==> config.mk <==
export PLATFORM = sky130hd
export DESIGN_NAME = hpse_ctrl
export DESIGN_NICKNAME = d
export VERILOG_FILES = /design/src/sv/hpse_pkg.sv /design/src/sv/hpse_ctrl.sv
export SDC_FILE = /design/constraint.sdc
export NUM_CORES = 1
export LEC_CHECK = 0
export ABC_AREA = 0
export ABC_CLOCK_PERIOD_IN_PS = 1900
export BUFFER_PORTS_ARGS = -buffer_cell sky130_fd_sc_hd__buf_2
export CAP_MARGIN = 20
export CORE_AREA = 10 10 47 49
export CTS_CLUSTER_SIZE = 24
export DETAILED_ROUTE_END_ITERATION = 6
export DIE_AREA = 0 0 57 59
export GPL_ROUTABILITY_DRIVEN = 0
export GPL_TIMING_DRIVEN = 0
export PLACE_DENSITY = 0.67
export SYNTH_ARGS = -nofsm -noshare
export SYNTH_HDL_FRONTEND = slang
export SYNTH_SLANG_ARGS = --single-unit
==> constraint.sdc <==
create_clock -name i_clk -period 1.9 [get_ports i_clk]
set_input_delay 0 -clock i_clk [delete_from_list [all_inputs] [get_ports i_clk]]
set_output_delay 0 -clock i_clk [all_outputs]
set_load 0.1 [all_outputs]
==> src/sv/hpse_pkg.sv <==
// ---------------------------------------------------------------------------
// hpse_pkg
// Types and constants shared by the heightmap smoothing controller and
// datapath.
// ---------------------------------------------------------------------------
package hpse_pkg;

    localparam int HEIGHT_W = 16;
    localparam int OP_W     = 2;
    localparam int COL_W    = 10;
    localparam int ROW_W    = 11;
    localparam int VAL_W    = 17;
    localparam int RAD_W    = 4;

    // internal coordinate widths, wide enough for center +/- radius +/- 1
    localparam int PC_W     = 12;
    localparam int PR_W     = 13;

    // neighborhood accumulation and divide-by-count via reciprocal
    localparam int SUM_W       = 20;
    localparam int RECIP_W     = 23;
    localparam int PROD_W      = SUM_W + RECIP_W;
    localparam int RECIP_SHIFT = 24;
    localparam logic [RECIP_W-1:0] RECIP_4 = 23'd4194304;  // 2^24 / 4
    localparam logic [RECIP_W-1:0] RECIP_6 = 23'd2796203;  // ceil(2^24 / 6)
    localparam logic [RECIP_W-1:0] RECIP_9 = 23'd1864136;  // ceil(2^24 / 9)

    localparam logic [3:0] CNT_4   = 4'd4;
    localparam logic [3:0] CNT_6   = 4'd6;
    localparam logic [3:0] NB_LAST = 4'd8;

    localparam logic [HEIGHT_W-1:0] MAX_HEIGHT_RST = 16'd45696;  // 357.0

    typedef enum logic [OP_W-1:0] {
        OP_WRITE  = 2'd0,
        OP_READ   = 2'd1,
        OP_ADD    = 2'd2,
        OP_SMOOTH = 2'd3
    } t_op;

    typedef enum logic [3:0] {
        ST_IDLE,
        ST_CHECK,
        ST_RDW,
        ST_PCELL,
        ST_NBR,
        ST_DRAIN,
        ST_MUL,
        ST_PWR,
        ST_RESP
    } t_state;

    typedef struct packed {
        logic load;        // capture input beat
        logic set_fail;    // flag out-of-grid center
        logic op0_wr;      // write cell
        logic op1_cap;     // capture read data as result
        logic op2_upd;     // clamped add, write back
        logic patch_init;  // set patch walk to first position
        logic pos_next;    // advance patch position
        logic nb_clear;    // clear neighborhood sum/count
        logic nb_step;     // issue next neighbor read
        logic mul;         // sum times reciprocal
        logic pos_wr;      // write smoothed cell
    } t_dp_cmd;

    typedef struct packed {
        t_op  op;
        logic center_ok;
        logic pos_ok;
        logic pos_last;
        logic nb_last;
    } t_dp_sts;

    // 3x3 neighbor offsets in raster order
    function automatic logic signed [1:0] nb_di(input logic [3:0] nb);
        logic signed [1:0] d;
        case (nb) inside
            4'd0, 4'd3, 4'd6: d = -2'sd1;
            4'd1, 4'd4, 4'd7: d = 2'sd0;
            default:          d = 2'sd1;
        endcase
        return d;
    endfunction

    function automatic logic signed [1:0] nb_dj(input logic [3:0] nb);
        logic signed [1:0] d;
        case (nb) inside
            [4'd0:4'd2]: d = -2'sd1;
            [4'd3:4'd5]: d = 2'sd0;
            default:     d = 2'sd1;
        endcase
        return d;
    endfunction

endpackage

==> src/sv/hpse_ctrl.sv <==
// ---------------------------------------------------------------------------
// hpse_ctrl
// Sequencer for cell ops and the raster walk of the smoothing patch.
// ---------------------------------------------------------------------------
module hpse_ctrl (
    input  logic              i_clk,
    input  logic              i_rst_n,
    input  logic              i_start,
    input  hpse_pkg::t_dp_sts i_sts,
    output logic              o_busy,
    output logic              o_valid,
    output hpse_pkg::t_dp_cmd o_cmd
);
    import hpse_pkg::*;

    t_state r_state;
    t_state n_state;

    always_ff @(posedge i_clk) begin
        if (!i_rst_n) begin
            r_state <= ST_IDLE;
        end else begin
            r_state <= n_state;
        end
    end

    always_comb begin
        n_state = r_state;
        o_cmd   = '0;
        o_busy  = (r_state != ST_IDLE);
        o_valid = 1'b0;
        case (r_state)
            ST_IDLE: begin
                if (i_start) begin
                    o_cmd.load = 1'b1;
                    n_state    = ST_CHECK;
                end
            end
            ST_CHECK: begin
                if (!i_sts.center_ok) begin
                    o_cmd.set_fail = 1'b1;
                    n_state        = ST_RESP;
                end else begin
                    case (i_sts.op)
                        OP_WRITE: begin
                            o_cmd.op0_wr = 1'b1;
                            n_state      = ST_RESP;
                        end
                        OP_READ, OP_ADD: begin
                            // center address is on the read port this cycle
                            n_state = ST_RDW;
                        end
                        OP_SMOOTH: begin
                            o_cmd.patch_init = 1'b1;
                            n_state          = ST_PCELL;
                        end
                        default: begin
                            n_state = ST_RESP;
                        end
                    endcase
                end
            end
            ST_RDW: begin
                if (i_sts.op == OP_READ) begin
                    o_cmd.op1_cap = 1'b1;
                end else begin
                    o_cmd.op2_upd = 1'b1;
                end
                n_state = ST_RESP;
            end
            ST_PCELL: begin
                if (i_sts.pos_ok) begin
                    o_cmd.nb_clear = 1'b1;
                    n_state        = ST_NBR;
                end else if (i_sts.pos_last) begin
                    n_state = ST_RESP;
                end else begin
                    o_cmd.pos_next = 1'b1;
                end
            end
            ST_NBR: begin
                o_cmd.nb_step = 1'b1;
                if (i_sts.nb_last) begin
                    n_state = ST_DRAIN;
                end
            end
            ST_DRAIN: begin
                n_state = ST_MUL;
            end
            ST_MUL: begin
                o_cmd.mul = 1'b1;
                n_state   = ST_PWR;
            end
            ST_PWR: begin
                o_cmd.pos_wr = 1'b1;
                if (i_sts.pos_last) begin
                    n_state = ST_RESP;
                end else begin
                    o_cmd.pos_next = 1'b1;
                    n_state        = ST_PCELL;
                end
            end
            ST_RESP: begin
                o_valid = 1'b1;
                n_state = ST_IDLE;
            end
            default: begin
                n_state = ST_IDLE;
            end
        endcase
    end

endmodule

==> flow_summary_export.csv <==
group,metric,value,unit
clock_tree,clkLatencyLatePin,0.23,ns
global_routing,grt.busiest_layer,"met2",
global_routing,grt_max_degree,11,
layout,top_regs,"r_state (4)",
power_and_ir_drop,p_int,0.000208,W
global_routing,grt.met2_usage,0.116,
logic_synthesis,syn-cell-area,409,um^2
routing,wirelength,1.15,mm
job,cap_viol_max_count,0,
worst_setup_path,crit_type,"register to output port",
routing,drtIter0Drc,7,
floorplan,dieArea,0.00336,mm^2
worst_setup_path,endpoint_kind,"output port",
place,dpl_cell_area,597,um^2
power_and_ir_drop,comb_power_share,0.494,
layout,final_cell_area,626,um^2
worst_setup_path,worstReg2RegEnd,"r_state[3]",
logic_synthesis,syn_avg_cell_area,7.72,um^2
sta,rsz0062_at_grt,"false",
logic_synthesis,synth_nets,62,
global_routing,antenna_found_initial,0,
layout,instances_no_fill,93,
worst_hold_path,hold_path_class,"input pin to register",
global_routing,grt_pass1_wl,1.98,mm
sta,finalSetupViolations,0,
sta,worst_slew_pin_slew,0.490,ns
power_and_ir_drop,clkPwrFrac,0.262,
power_and_ir_drop,p_sw_frac,0.461,
floorplan,die_w,57,um
layout,nNetsFinal,88,
clock_tree,cts_made_buffers,3,
worst_setup_path,max_stage_delay,0.53,ns
floorplan,coreArea,0.00140,mm^2
routing,vias,461,
clock_tree,postCtsSetupBuffers,0,
clock_tree,cts_hold_buf,0,
routing,ant_nets,0,
routing,vias_per_cell,4.96,
clock_tree,cts_tree,"yes",
layout,area_growth,52.9,%
power_and_ir_drop,p_switching,0.000178,W
sta,fin_skew,0.00386,ns
worst_hold_path,hp-start,"i_rst_n",
place,port_buffers,21,
worst_setup_path,worst-path-buf-inv,2,
clock_tree,cts_buffer_depth,2,
worst_setup_path,crit_chain,"buf_4 > or4b_4 > nor2_4 > buf_2",
global_routing,track_usage,0.0680,
routing,routedWlPerCell,12.4,um
worst_setup_path,critPathTopFamily,"simple AND/OR/NAND/NOR gates",
power_and_ir_drop,total_power,0.000386,W
global_routing,grt.met3_usage,0.0365,
worst_setup_path,start_kind,"register",
sta,fmax,558,MHz
logic_synthesis,netlist_instances,53,
run_status,outcome,"completed",
worst_setup_path,worstPathArrival,1.79,ns
power_and_ir_drop,pwr-share-seq,0.244,
power_and_ir_drop,power.static_leakage,0.293,nW
floorplan,num_rows,14,
worst_hold_path,hold_end,"r_state[1]",
place,pre_cts_slack,0.197,ns
global_routing,met1_usage,0.0740,
power_and_ir_drop,peakVddDrop,0.000443,V
worst_hold_path,min_path_cells,2,
clock_tree,clock_sinks,4,
sta,fin_crit_sh,0.944,
routing,first_pass_iters,4,
routing,drc_errors,0,
sta,fin_ws,0.107,ns
place,dp_cells,90,
logic_synthesis,synth_cell_types,32,
global_routing,grt_pass1_vias,496,
place,dp_hpwl,970,um
sta,drv_slew,0,
worst_setup_path,worstReg2RegStart,"r_state[1]",
layout,largest_reg_flops,4,
worst_setup_path,slowest_stage,"or4b_4",
sta,period_minus_slack,1.79,ns
floorplan,ios,22,
worst_setup_path,worst_ep_required_time,1.90,ns
layout,diodes,0,
clock_tree,ctsHtreeMaxLevel,1,
layout,top_register,"r_state",
floorplan,start_util,0.292,
power_and_ir_drop,p_per_area,617,mW/mm^2
logic_synthesis,seq_area_frac_synth,0.196,
global_routing,grt_overflow,0,
sta,slew_headroom,0.675,
layout,drive_above_1_share,0.584,
clock_tree,path_clk_slew,0.04,ns
clock_tree,cts.root.buffer_cell,"clkbuf_4",
worst_setup_path,critPathMaxFanout,9,
worst_setup_path,r2r_slack,0.45,ns
layout,nFillCells,141,
sta,hold_violations,0,
logic_synthesis,ys_ff_latch,4,
floorplan,die_h,59,um
worst_setup_path,reg2reg_depth,4,
logic_synthesis,yosys_warnings,0,
## per-layer routing
layer / vias up / wire, um
met5: - / 0
met4: 0 / 0
met3: 0 / 108
met2: 22 / 491
met1: 200 / 552
li1: 239 / -
## cells by family after synthesis
| group | share of synthesized area |
|---|---|
| AOI/OAI and AO/OA | 0.177 |
| DFF | 0.196 |
| buffers and inverters | 0.0795 |
| muxes | 0.0489 |
| and+or+nand+nor | 0.499 |
## worst max path at each step
stage	start	end	slack, ns	cells past startpoint
floorplan	r_state[2]	o_valid	-0.27	2
global placement	r_state[0]	o_cmd[8]	0.21	4
detailed placement	r_state[0]	o_cmd[8]	0.20	4
CTS	r_state[0]	o_cmd[8]	0.07	4
global route	r_state[0]	o_cmd[5]	0.02	4
finish	r_state[0]	o_cmd[5]	0.11	4
## cell usage after synthesis
library cell  number  share of area
or2b_1             1          0.018
nor4bb_1           1          0.024
a22oi_1            1          0.018
o211a_1            1          0.024
nor4_1             1          0.015
nor2b_1            1          0.015
nand2_2            1          0.015
and2b_1            1          0.018
o21ai_0            1          0.012
o31a_1             1          0.021
buf_6              1          0.028
nor4b_1            1          0.021
nand2b_1           3          0.046
or4_4              1          0.028
nor2_1             8          0.073
dfxtp_1            4           0.20
or4b_4             1          0.034
a21oi_1            3          0.037
o21ai_2            2          0.043
nand2_1            1         0.0092
nor4b_2            1          0.037
or2_1              1          0.015
and3_1             1          0.015
nor2_4             1          0.028
nand3_1            1          0.012
nand3b_1           1          0.018
mux2i_1            2          0.049
buf_2              2          0.024
nor3_1             3          0.037
a2111oi_0          1          0.021
nor3b_1            1          0.018
inv_1              3          0.028
## power groups by stage
stage	Combinational, W	Clock [W]	Sequential [W]
2_1_floorplan	0.000157	0	0.0000943
3_3_place_gp	0.000190	0	0.0000955
5_1_grt	0.000202	0.000113	0.0000953
6_report	0.000191	0.000101	0.0000943
4_1_cts	0.000192	0.000107	0.0000943
3_5_place_dp	0.000192	0	0.0000956
## cells in the final DEF, fill, tap and decap left out, types with 3 or more instances in the layout
cell type  count
a21oi_1        3
nor3_2         3
buf_2         21
clkbuf_4       3
nor2_2         3
inv_1          3
nand2b_1       3
nor2_1         5
## per-stage QoR
step / util / setup TNS [ns] / hold slack, ns
after floorplan: - / -0.485 / 0.113
after global placement: 0.426 / 0 / 0.263
after detailed placement: 0.426 / 0 / 0.261
after CTS: 0.444 / 0 / 0.0176
after global routing: 0.446 / 0 / 0.0374
final: 0.446 / 0 / 0.0228
## worst register-to-register path: stages, from the launching register on
cell and delay [ns]:
dfxtp_1 0.31, buf_2 0.22, nand2_2 0.16, or4_4 0.52, o211a_1 0.12
## area by class of cell
cell class	instances	area, um^2	area share
tap	16	20.0	0.0320
multi-input combinational	43	354	0.566
buffer	3	23.8	0.0380
inverter	3	11.3	0.0180
clock buffer	3	22.5	0.0360
sequential	4	82.6	0.132
timing repair buffer	21	111	0.178
## what timing repair did
item	4_1_cts	5_1_grt
resized for setup	1	1
pin swaps	0	0
setup endpoints to repair	1	1
Note: power is estimated with default switching activity, not from simulation.
